==> src/sv/cnft_pkg.sv <==
// Shared types and constants for the CNF text literal tokenizer.
// Used by every module of the block; depends on nothing else.
package cnft_pkg;

    // Character codes that the parser looks for.
    localparam logic [7:0] CHAR_MINUS = 8'h2D;
    localparam logic [7:0] CHAR_LF    = 8'h0A;
    localparam logic [7:0] CHAR_C     = 8'h63;
    localparam logic [7:0] CHAR_ZERO  = 8'h30;
    localparam logic [7:0] CHAR_NINE  = 8'h39;

    // Widths of the result fields.
    localparam int unsigned VAL_W  = 31;
    localparam int unsigned POS_W  = 16;
    localparam int unsigned KIND_W = 3;

    localparam logic [VAL_W-1:0] ACC_MAX = {VAL_W{1'b1}};
    localparam logic [POS_W-1:0] POS_MAX = {POS_W{1'b1}};

    // Token kinds.
    localparam logic [KIND_W-1:0] KIND_VAR_COUNT    = 3'd0;
    localparam logic [KIND_W-1:0] KIND_CLAUSE_COUNT = 3'd1;
    localparam logic [KIND_W-1:0] KIND_LITERAL      = 3'd2;
    localparam logic [KIND_W-1:0] KIND_CLAUSE_END   = 3'd3;
    localparam logic [KIND_W-1:0] KIND_NONE         = 3'd4;

    // One registered input byte on its way to the parser.
    typedef struct packed {
        logic       vld;
        logic [7:0] data;
    } byte_item_t;

    // One result item.
    typedef struct packed {
        logic [KIND_W-1:0] kind;
        logic [VAL_W-1:0]  value;
        logic              neg;
        logic [VAL_W-1:0]  clause;
        logic [POS_W-1:0]  pos;
        logic              done;
    } result_t;

endpackage

==> src/sv/cnft_in_stage.sv <==
// Input register of the CNF tokenizer: holds one accepted byte until the
// parser consumes it. Depends on cnft_pkg.
module cnft_in_stage
(
    input  logic                clk,
    input  logic                rst_n,
    input  logic                in_valid,
    output logic                in_ready,
    input  logic [7:0]          data_byte,
    input  logic                step,
    output cnft_pkg::byte_item_t item
);

    logic       vld_reg;
    logic       vld_next;
    logic [7:0] data_reg;

    // The register is free when empty or when its byte is consumed now.
    assign in_ready = !vld_reg || step;
    assign vld_next = in_ready ? in_valid : vld_reg;

    always_ff @(posedge clk or negedge rst_n)
    begin
        if (!rst_n)
        begin
            vld_reg <= 1'b0;
        end
        else
        begin
            vld_reg <= vld_next;
        end
    end

    // Payload needs no reset.
    always_ff @(posedge clk)
    begin
        if (in_valid && in_ready)
        begin
            data_reg <= data_byte;
        end
    end

    assign item.vld  = vld_reg;
    assign item.data = data_reg;

endmodule

==> src/sv/cnft_parse_core.sv <==
// Parser state and the single-byte step logic of the CNF tokenizer.
// Depends on cnft_pkg.
module cnft_parse_core
(
    input  logic                 clk,
    input  logic                 rst_n,
    input  cnft_pkg::byte_item_t item,
    input  logic                 step,
    output logic                 res_vld,
    output cnft_pkg::result_t    res
);

    typedef enum logic [2:0] {
        PH_LINE_START,
        PH_COMMENT,
        PH_VARS,
        PH_CLAUSES,
        PH_LITERALS,
        PH_DONE
    } phase_t;

    phase_t                         phase_reg, phase_next;
    logic                           in_num_reg, in_num_next;
    logic [cnft_pkg::VAL_W-1:0]     acc_reg, acc_next;
    logic                           minus_reg, minus_next;
    logic [cnft_pkg::VAL_W-1:0]     clause_reg, clause_next;
    logic [cnft_pkg::POS_W-1:0]     pos_reg, pos_next;

    logic [7:0]                     b;
    logic                           is_end;
    logic                           is_digit;
    logic [3:0]                     dig;
    logic [cnft_pkg::VAL_W+3:0]     acc_ext;
    logic [cnft_pkg::VAL_W+3:0]     prod;
    logic [cnft_pkg::VAL_W-1:0]     acc_sat;
    logic                           fin;
    logic                           fin_last;

    assign b        = item.data;
    assign is_end   = (b == 8'h00) || b[7];
    assign is_digit = (b >= cnft_pkg::CHAR_ZERO) && (b <= cnft_pkg::CHAR_NINE);
    assign dig      = b[3:0];

    // Accumulator times ten plus the new digit, held at the maximum.
    assign acc_ext = {4'b0000, acc_reg};
    assign prod    = (acc_ext << 3) + (acc_ext << 1) + {{cnft_pkg::VAL_W{1'b0}}, dig};
    assign acc_sat = (prod > {4'b0000, cnft_pkg::ACC_MAX}) ? cnft_pkg::ACC_MAX
                                                           : prod[cnft_pkg::VAL_W-1:0];

    // Step logic for one byte.
    always_comb
    begin
        phase_next  = phase_reg;
        in_num_next = in_num_reg;
        acc_next    = acc_reg;
        minus_next  = minus_reg;
        clause_next = clause_reg;
        pos_next    = pos_reg;
        res_vld     = 1'b0;
        res         = '0;
        fin         = 1'b0;
        fin_last    = 1'b0;

        unique case (phase_reg)
            PH_LINE_START:
            begin
                if (is_end)
                begin
                    res_vld  = 1'b1;
                    res.kind = cnft_pkg::KIND_NONE;
                    res.done = 1'b1;
                end
                else
                begin
                    phase_next = (b == cnft_pkg::CHAR_C) ? PH_COMMENT : PH_VARS;
                end
            end
            PH_COMMENT:
            begin
                if (is_end)
                begin
                    res_vld  = 1'b1;
                    res.kind = cnft_pkg::KIND_NONE;
                    res.done = 1'b1;
                end
                else if (b == cnft_pkg::CHAR_LF)
                begin
                    phase_next = PH_LINE_START;
                end
            end
            PH_VARS, PH_CLAUSES, PH_LITERALS:
            begin
                if (is_end)
                begin
                    if (in_num_reg)
                    begin
                        fin      = 1'b1;
                        fin_last = 1'b1;
                    end
                    else
                    begin
                        res_vld  = 1'b1;
                        res.kind = cnft_pkg::KIND_NONE;
                        res.done = 1'b1;
                    end
                end
                else if (!in_num_reg)
                begin
                    if (is_digit)
                    begin
                        in_num_next = 1'b1;
                        acc_next    = {{(cnft_pkg::VAL_W-4){1'b0}}, dig};
                        minus_next  = 1'b0;
                    end
                    else if (b == cnft_pkg::CHAR_MINUS)
                    begin
                        in_num_next = 1'b1;
                        acc_next    = '0;
                        minus_next  = 1'b1;
                    end
                end
                else if (is_digit)
                begin
                    acc_next = acc_sat;
                end
                else
                begin
                    fin = 1'b1;
                end
            end
            PH_DONE:
            begin
                phase_next = PH_DONE;
            end
            default:
            begin
                phase_next = PH_DONE;
            end
        endcase

        // A finished number turns into a token according to the phase.
        if (fin)
        begin
            in_num_next = 1'b0;
            acc_next    = '0;
            minus_next  = 1'b0;
            res_vld     = 1'b1;
            res.neg     = minus_reg;
            priority if (phase_reg == PH_VARS)
            begin
                phase_next = PH_CLAUSES;
                res.kind   = cnft_pkg::KIND_VAR_COUNT;
                res.value  = acc_reg;
                res.done   = fin_last;
            end
            else if (phase_reg == PH_CLAUSES)
            begin
                res.kind  = cnft_pkg::KIND_CLAUSE_COUNT;
                res.value = acc_reg;
                if (minus_reg || (acc_reg == '0))
                begin
                    res.done = 1'b1;
                end
                else
                begin
                    clause_next = acc_reg - 1'b1;
                    pos_next    = '0;
                    phase_next  = PH_LITERALS;
                    res.done    = fin_last;
                end
            end
            else
            begin
                res.clause = clause_reg;
                res.pos    = pos_reg;
                if (acc_reg == '0)
                begin
                    res.kind = cnft_pkg::KIND_CLAUSE_END;
                    res.neg  = 1'b0;
                    if ((clause_reg == '0) || fin_last)
                    begin
                        res.done = 1'b1;
                    end
                    else
                    begin
                        clause_next = clause_reg - 1'b1;
                        pos_next    = '0;
                    end
                end
                else
                begin
                    res.kind  = cnft_pkg::KIND_LITERAL;
                    res.value = acc_reg - 1'b1;
                    res.done  = fin_last;
                    if (pos_reg != cnft_pkg::POS_MAX)
                    begin
                        pos_next = pos_reg + 1'b1;
                    end
                end
            end
        end

        // Any result that ends the stream parks the parser.
        if (res_vld && res.done)
        begin
            phase_next = PH_DONE;
        end
    end

    // Parser state, advanced once per consumed byte.
    always_ff @(posedge clk or negedge rst_n)
    begin
        if (!rst_n)
        begin
            phase_reg  <= PH_LINE_START;
            in_num_reg <= 1'b0;
            acc_reg    <= '0;
            minus_reg  <= 1'b0;
            clause_reg <= '0;
            pos_reg    <= '0;
        end
        else if (step)
        begin
            phase_reg  <= phase_next;
            in_num_reg <= in_num_next;
            acc_reg    <= acc_next;
            minus_reg  <= minus_next;
            clause_reg <= clause_next;
            pos_reg    <= pos_next;
        end
    end

endmodule

==> src/sv/cnft_out_stage.sv <==
// Result register of the CNF tokenizer: holds one result transaction until
// the receiver takes it. Depends on cnft_pkg.
module cnft_out_stage
(
    input  logic              clk,
    input  logic              rst_n,
    input  logic              load,
    input  cnft_pkg::result_t res,
    output logic              free,
    output logic              out_valid,
    input  logic              out_ready,
    output cnft_pkg::result_t out_res
);

    logic              vld_reg;
    logic              vld_next;
    cnft_pkg::result_t res_reg;

    // The register can take a new result when empty or being drained now.
    assign free     = !vld_reg || out_ready;
    assign vld_next = load ? 1'b1 : (vld_reg && !out_ready);

    always_ff @(posedge clk or negedge rst_n)
    begin
        if (!rst_n)
        begin
            vld_reg <= 1'b0;
        end
        else
        begin
            vld_reg <= vld_next;
        end
    end

    always_ff @(posedge clk)
    begin
        if (load)
        begin
            res_reg <= res;
        end
    end

    assign out_valid = vld_reg;
    assign out_res   = res_reg;

endmodule

==> src/sv/cnf_text_literal_tokenizer.sv <==
// CNF text literal tokenizer: top level.
// Takes one text byte per input transaction on in_valid/in_ready/data_byte.
// Skips leading comment lines, drops the first byte of the header line,
// then reads the variable count, the clause count and the literals.
// Each byte gives at most one result transaction on out_valid/out_ready with
// token_kind, number_value, is_negated, clause_number, literal_position and
// stream_done. Bytes that complete no token and do not end the stream give no result.
// A byte passes an input register, then the combinational parser step
// logic, then the result register, which takes its result, if any, when the
// byte is consumed. One byte per cycle is consumed while the result register
// has room; the parser step is one multiply-by-ten add and saturation
// compare on the accumulator.
// When the receiver stalls, the result register holds its transaction, the
// byte in the input register waits, and in_ready falls once both are full.
// Reset clears both registers and returns the parser to the start of a line.
// Once parsing has ended, further bytes are accepted and give no result.
// Depends on cnft_pkg, cnft_in_stage, cnft_parse_core and cnft_out_stage.
module cnf_text_literal_tokenizer
(
    input  logic        clk,
    input  logic        rst_n,
    input  logic        in_valid,
    output logic        in_ready,
    input  logic [7:0]  data_byte,
    output logic        out_valid,
    input  logic        out_ready,
    output logic [2:0]  token_kind,
    output logic [30:0] number_value,
    output logic        is_negated,
    output logic [30:0] clause_number,
    output logic [15:0] literal_position,
    output logic        stream_done
);

    cnft_pkg::byte_item_t item;
    cnft_pkg::result_t    res;
    cnft_pkg::result_t    out_res;
    logic                 res_vld;
    logic                 free;
    logic                 step;

    // A byte is consumed when present and the result register has room.
    assign step = item.vld && free;

    cnft_in_stage u_in
    (
        .clk       (clk),
        .rst_n     (rst_n),
        .in_valid  (in_valid),
        .in_ready  (in_ready),
        .data_byte (data_byte),
        .step      (step),
        .item      (item)
    );

    cnft_parse_core u_core
    (
        .clk     (clk),
        .rst_n   (rst_n),
        .item    (item),
        .step    (step),
        .res_vld (res_vld),
        .res     (res)
    );

    cnft_out_stage u_out
    (
        .clk       (clk),
        .rst_n     (rst_n),
        .load      (step && res_vld),
        .res       (res),
        .free      (free),
        .out_valid (out_valid),
        .out_ready (out_ready),
        .out_res   (out_res)
    );

    assign token_kind       = out_res.kind;
    assign number_value     = out_res.value;
    assign is_negated       = out_res.neg;
    assign clause_number    = out_res.clause;
    assign literal_position = out_res.pos;
    assign stream_done      = out_res.done;

endmodule
==> config.mk <==
export PLATFORM = sky130hd
export DESIGN_NAME = cnf_text_literal_tokenizer
export DESIGN_NICKNAME = d
export VERILOG_FILES = /design/src/sv/cnft_pkg.sv /design/src/sv/cnft_in_stage.sv /design/src/sv/cnft_parse_core.sv /design/src/sv/cnft_out_stage.sv /design/src/sv/cnf_text_literal_tokenizer.sv
export SDC_FILE = /design/constraint.sdc
export NUM_CORES = 1
export LEC_CHECK = 0
export BUFFER_PORTS_ARGS = -buffer_cell sky130_fd_sc_hd__buf_2
export CORE_MARGIN = 3
export CORE_UTILIZATION = 30
export DETAILED_ROUTE_END_ITERATION = 8
export PLACE_DENSITY_LB_ADDON = 0.2
export SLEW_MARGIN = 10
export SYNTH_ARGS = -nofsm -noshare
export SYNTH_HDL_FRONTEND = slang
export SYNTH_SLANG_ARGS = --single-unit
==> constraint.sdc <==
create_clock -name clk -period 6.9 [get_ports clk]
set_input_delay 1.035 -clock clk [delete_from_list [all_inputs] [get_ports clk]]
set_output_delay 1.035 -clock clk [all_outputs]
set_load 0.01 [all_outputs]
### After elaboration in Yosys (flattened, before gate mapping)

Cells that the tools add are included.

| storage, ports and cells | value |
|---|---|
| flip-flop bits (word level) | 176 |
| input bits | 12 |
| word-level logic and storage cells | 138 |

| operators by class | value |
|---|---|
| $add $sub $neg | 5 |
| $lt $le $gt $ge | 3 |
| equal/unequal tests | 14 |
| mux-type cells | 69 |
| bitwise operators | 2 |
| reduce and logical (&&, ||, !) cells | 30 |

Operators with widths:

| kind | count |
|---|---|
| 2-to-1 mux 31 bit | 13 |
| 2-to-1 mux 48 bit | 2 |
| 2-to-1 mux 83 bit | 1 |
| 2-to-1 mux 16 bit | 5 |
| 2-to-1 mux 34 bit | 2 |
| logical NOT 31 bit | 2 |
| subtractor 31 x 1 -> 31 bit, second input constant | 2 |
| adder 34 x 32 -> 35 bit | 1 |
| adder 35 x 4 -> 35 bit | 1 |
| > comparator 35 x 31 -> 1 bit, second input constant | 1 |
| 2-to-1 mux 3 bit | 11 |
| 2-to-1 mux 1 bit | 31 |
| adder 16 x 1 -> 16 bit, second input constant | 1 |
| != test 16 bit, second input constant | 1 |
| AND reduction 6 bit | 2 |
| AND reduction 5 bit | 2 |
| one-hot mux 3 bit (3 select lines) | 1 |
| equality test 8 x 4 -> 1 bit, second input constant | 1 |
| equality test 8 x 6 -> 1 bit, second input constant | 1 |
| equality test 8 x 7 -> 1 bit, second input constant | 1 |
| >= comparator 8 x 6 -> 1 bit, second input constant | 1 |
| <= comparator 8 x 6 -> 1 bit, second input constant | 1 |
| logical NOT 8 bit | 1 |
| equality test 3 x 2 -> 1 bit, second input constant | 2 |
| other kinds (19) | 36 |

### Depth between registers and ports, before layout

| logic depth | value |
|---|---|
| depth after elaboration | 12 |
| gate-level depth with buffers | 15 |
| depth with buffers taken out | 13 |

### Cells and area by module

From an unflattened synthesis, not the netlist that was laid out.

| unflattened totals | value |
|---|---|
| cells, all modules | 1223 |
| area, all modules | 11182.0 sq um |

By module, submodules not included:

| module | times used | cells an instance | area each (sq um) |
|---|---|---|---|
| cnft_parse_core | 1 | 1122 | 8328.0 |
| cnft_out_stage | 1 | 86 | 2539.9 |
| cnft_in_stage | 1 | 13 | 301.5 |
| cnf_text_literal_tokenizer | 1 | 2 | 12.5 |

### Least setup slack after synthesis

Ideal clock, no wire load.

| timing path | value |
|---|---|
| path type | in2reg |
| start point | input out_ready |
| end point | register u_out.res_reg (netlist bit u_out.out_res[0]) (enable) |
| library setup time | 0.526 ns |
| arrival | 4.791 ns |
| data required time | 6.374 ns |
| slack | 1.583 ns |
| stages on the path | 3 |
| path buffers | 0 |
| cell sequence | nand2b_1 nand2_1 nor2_1 |

| on the way | value |
|---|---|
| longest elaborated chain between the ends | 3 |

Ends and longest elaborated chain:

| what | line | source |
|---|---|---|
| from (decl) | cnf_text_literal_tokenizer.sv:26 | `input logic out_ready,` |
| logical OR 1 bit | cnft_out_stage.sv:20 | `assign free = !vld_reg \|\| out_ready;` |
| logical AND 1 bit | cnf_text_literal_tokenizer.sv:43 | `assign step = item.vld && free;` |
| logical AND 1 bit | cnf_text_literal_tokenizer.sv:70 | `.load (step && res_vld),` |
| named net u_out.load | cnft_out_stage.sv:7 | `input logic load,` |
| to (signal assigned) | cnft_out_stage.sv:39 | `res_reg <= res;` |
| to (decl) | cnft_out_stage.sv:17 | `cnft_pkg::result_t res_reg;` |

The timed path passes the listed nets, and every way through them passes these cells.
A chain may end at the register's enable or synchronous reset.

### Worst setup path after layout

| timing path | value |
|---|---|
| start point | register u_core.acc_reg[2] (netlist name) |
| end point | register u_core.acc_reg[3] (netlist name) |

| on the way | value |
|---|---|
| longest elaborated chain between the ends | 9 |

Ends and longest elaborated chain:

| what | line | source |
|---|---|---|
| from (decl) | cnft_parse_core.sv:24 | `logic [cnft_pkg::VAL_W-1:0] acc_reg, acc_next;` |
| from (signal assigned) | cnft_parse_core.sv:226 | `acc_reg <= acc_next;` |
| adder 34 x 32 -> 35 bit * | cnft_parse_core.sv:46 | `assign prod = (acc_ext << 3) + (acc_ext << 1) + {{cnft_pkg::VAL_W{1'b0}}, dig};` |
| adder 35 x 4 -> 35 bit * | cnft_parse_core.sv:46 |  |
| > comparator 35 x 31 -> 1 bit | cnft_parse_core.sv:47 | `assign acc_sat = (prod > {4'b0000, cnft_pkg::ACC_MAX}) ? cnft_pkg::ACC_MAX` |
| 2-to-1 mux 31 bit * | cnft_parse_core.sv:47 |  |
| 2-to-1 mux 31 bit * | cnft_parse_core.sv:122 | `else if (is_digit)` |
| 2-to-1 mux 31 bit * | cnft_parse_core.sv:107 | `else if (!in_num_reg)` |
| 2-to-1 mux 31 bit * | cnft_parse_core.sv:93 | `if (is_end)` |
| 2-to-1 mux 31 bit * | cnft_parse_core.sv:64 | `unique case (phase_reg)` |
| 2-to-1 mux 31 bit * | cnft_parse_core.sv:142 | `if (fin)` |

Every way passes the cells marked *; elsewhere a longest branch is shown, timed or not. The select of a mux whose other input is x is not followed.

==> flow_summary_export.csv <==
group,metric,value,unit
placement,dp_slack,2.43,ns
synthesis,syn_area,0.0109,mm²
worst_setup_path,cp-start-kind,"flop",
power_and_ir_drop,power,2.31,mW
grt,grt-ovfl-total,0,
floorplanning,start_util,30.6,%
power_and_ir_drop,p_leak,5.22,nW
worst_setup_path,critical_path_required,7.18,ns
routing,first_iter_violations,770,
grt,grt_max_degree,58,
synthesis,synth.ff_latch_count,176,
clock_network,post_cts_buffers,0,
synthesis,yosys_most_used_dff,"edfxtp_1",
routing,antenna_left,0,
worst_setup_path,path_class,"reg2reg",
synthesis,synth_area_leaders,"edfxtp_1, dfrtp_1, ha_1, o21ai_0, a21oi_1",
routing,drtPass1Iterations,5,
sta,report.final.slew_viol_count,0,
finish,final_nets,1316,
power_and_ir_drop,comb_power_share,8.6,%
routing,post_drt_wl_per_cell,17.3,µm
sta,period_share,65.0,%
finish,num-fill-cells,3697,
grt,antenna_found_initial,0,
power_and_ir_drop,swShare,26.3,%
synthesis,synth_top_area_cell,"edfxtp_1",
sta,relSlewSlack,24.2,%
hold_path,hp-class,"reg2reg",
sta,period_minus_slack,4.49,ns
finish,syn2layout_area_growth,13.7,%
sta,whs,0.532,ns
finish,drive_gt1_share,13.1,%
placement,portBuffers,96,
sta,max_freq,223,MHz
sta,setup_ws,2.41,ns
routing,wirelength,29.7,mm
synthesis,avgSynthCellArea,9.35,µm²
sta,totalNegativeSetupSlack,0,ns
synthesis,async_reset_ff_share,48.3,%
grt,grt_pass1_vias,8387,
run_status,status,"completed",
power_and_ir_drop,p_per_area,185,mW/mm²
finish,fin_cells,1711,
floorplanning,dieWidth,197,µm
worst_setup_path,cp.arrival,4.77,ns
finish,largest_register_ffs,83,
routing,via_per_inst,5.24,
power_and_ir_drop,internal-power,1.70,mW
synthesis,yosys_warnings,0,
floorplanning,core.rowCount,69,
routing,drc,0,
finish,insertedDiodeCount,0,
power_and_ir_drop,p_clk_share,39.7,%
synthesis,synth_top_area_share,25.0,%
finish,multi_input_area,0.00578,mm²
worst_setup_path,cp-end-kind,"flop",
placement,hpwl,21.4,mm
placement,place.gp.congestion,0.870,
sta,rsz0062_at_grt,"no",
power_and_ir_drop,share_seq_of_total_power,51.7,%
clock_network,cts_root_buf,"clkbuf_16",
run,maxCapViolCount,0,
power_and_ir_drop,irDropWorstVdd,0.147,mV
sta,finalHoldViolCount,0,
sta,tightest_slew,1.14,ns
clock_network,clock_latency,0.45,ns
routing,vias,8969,
synthesis,synth_edf_count,91,
clock_network,h-tree-depth,4,
power_and_ir_drop,p_switching,0.608,mW
synthesis,seq_area_frac_synth,44.4,%
sta,setup_violations,0,
floorplanning,fp.dieH,197,µm
clock_network,clk_pin_slew,0.08,ns
worst_setup_path,critPathMaxFanout,31,
finish,area.sequential,0.00486,mm²
floorplanning,top_level_ports,97,
grt,grt_pass1_wl,47.5,mm
synthesis,synthCells,1169,
floorplanning,die_area,0.0388,mm²
placement,place_inst,1679,
synthesis,synth_cell_types,73,
clock_network,cts_sinks,176,
clock_network,cts_buffers,17,
clock_network,cts-resized-gates,0,
clock_network,cts_hold_buffers,0,
sta,clock_skew,0.0153,ns
grt,grtUsageTotal,15.3,%
synthesis,synth_nets,1248,
floorplanning,coreArea,0.0357,mm²
clock_network,tritoncts,"yes",
clock_network,clk_path_buf_depth,2,
[per-stage QoR]
stage	util, %	instance area, µm²
after floorplan	-	10900
after global placement	33.3	11900
after detailed placement	33.3	11900
after CTS	34.8	12400
after global routing	34.8	12400
final	34.8	12400
[cells by family (layout without fill, tap and decap cells)]
| logic type | after synthesis | in the layout | synth area share (%) |
|---|---|---|---|
| fa+ha+maj | 67 | 67 | 7.80 |
| mux | 1 | 1 | 0.0915 |
| buf+inv | 85 | 166 | 3.06 |
| xor+xnor | 66 | 66 | 5.29 |
| simple gates | 435 | 435 | 20.6 |
| compound gates | 339 | 339 | 18.8 |
| flops | 176 | 176 | 44.4 |
[power groups by stage]
stage | Sequential, mW | Combinational [mW] | Clock [mW]
floorplan | 1.24 | 0.0855 | 0
detailed placement | 1.22 | 0.201 | 0
global route | 1.20 | 0.218 | 0.982
finish | 1.19 | 0.198 | 0.917
CTS | 1.19 | 0.202 | 0.939
global placement | 1.21 | 0.201 | 0
[worst paths after layout]
kind	from	endpoint	slack, ns	cells after the start
worst max-delay path	u_core.acc_reg[2]	u_core.acc_reg[3]	2.41	12
worst min-delay path	u_core.clause_reg[23]	u_core.clause_reg[23]	0.53	2
worst max register to register	u_core.acc_reg[2]	u_core.acc_reg[3]	2.41	12
worst min register to register	u_core.clause_reg[23]	u_core.clause_reg[23]	0.53	2
max in group asynchronous	rst_n	u_core.acc_reg[23]	5.27	2
min in group asynchronous	rst_n	u_core.pos_reg[9]	0.59	1
[Yosys cell counts, types with 4 or more instances]
| master | count |
|---|---|
| a21o_1 | 9 |
| a21oi_1 | 104 |
| a221oi_1 | 5 |
| a22oi_1 | 36 |
| a2bb2oi_1 | 4 |
| a31oi_1 | 8 |
| and2_1 | 48 |
| and3_1 | 5 |
| and4_1 | 5 |
| buf_2 | 5 |
| clkbuf_1 | 53 |
| dfrtp_1 | 85 |
| edfxtp_1 | 91 |
| ha_1 | 65 |
| inv_1 | 23 |
| nand2_1 | 81 |
| nand2b_1 | 15 |
| nand3_1 | 30 |
| nand3b_1 | 6 |
| nand4_1 | 16 |
| nor2_1 | 123 |
| nor2b_1 | 7 |
| nor3_1 | 40 |
| nor4_1 | 13 |
| o211ai_1 | 5 |
| o21a_1 | 5 |
| o21ai_0 | 110 |
| o21bai_1 | 4 |
| o22a_1 | 4 |
| o22ai_1 | 9 |
| o31ai_1 | 6 |
| or3_1 | 20 |
| xnor2_1 | 32 |
| xor2_1 | 34 |
[layout by cell type (no fill, tap or decap), types with 6 or more instances in the layout]
| cell | n |
|---|---|
| buf_4 | 16 |
| buf_2 | 95 |
| o21ai_0 | 110 |
| and2_1 | 48 |
| nand2_1 | 81 |
| ha_1 | 65 |
| xnor2_1 | 32 |
| xor2_1 | 34 |
| edfxtp_1 | 91 |
| or3_1 | 20 |
| nor4_1 | 13 |
| nor2_1 | 120 |
| a31oi_1 | 8 |
| nor3_1 | 40 |
| o31ai_1 | 6 |
| nand4_1 | 16 |
| inv_1 | 23 |
| o22ai_1 | 9 |
| a22oi_1 | 36 |
| clkbuf_16 | 17 |
| nand3b_1 | 6 |
| nand3_1 | 29 |
| dfrtp_1 | 85 |
| nor2b_1 | 6 |
| a21o_1 | 9 |
| a21oi_1 | 104 |
| nand2b_1 | 15 |
[critical path, cell delays in order, from the launching register on]
cell	delay, ns
dfrtp_1	0.55
inv_1	0.10
fa_1	0.50
fa_1	0.46
nand2b_1	0.20
a21oi_1	0.21
nor2_1	0.11
o311ai_1	0.37
a41oi_1	0.27
o21ba_2	0.27
o21ai_0	0.15
and4b_1	0.90
a41oi_1	0.22
[routing by layer]
layer  vias up  GRT usage, %  part of all wire (%)
met5         -             0                     0
met1      4275          22.8                    50
li1       4451             -                     -
met3        19          2.02                   4.3
met4         0          3.78                  0.99
met2       224          23.5                    45
[area by class of cell]
cell class                      instances  share of cell area (%)
Multi-Input combinational cell        908                    46.5
Sequential cell                       176                    39.1
Timing Repair Buffer                  111                    4.79
Tap cell                              461                    4.64
Clock buffer                           19                    3.48
Clock inverter                         13                   0.825
Inverter                               23                   0.694
Note: power is estimated with default switching activity, not from simulation.
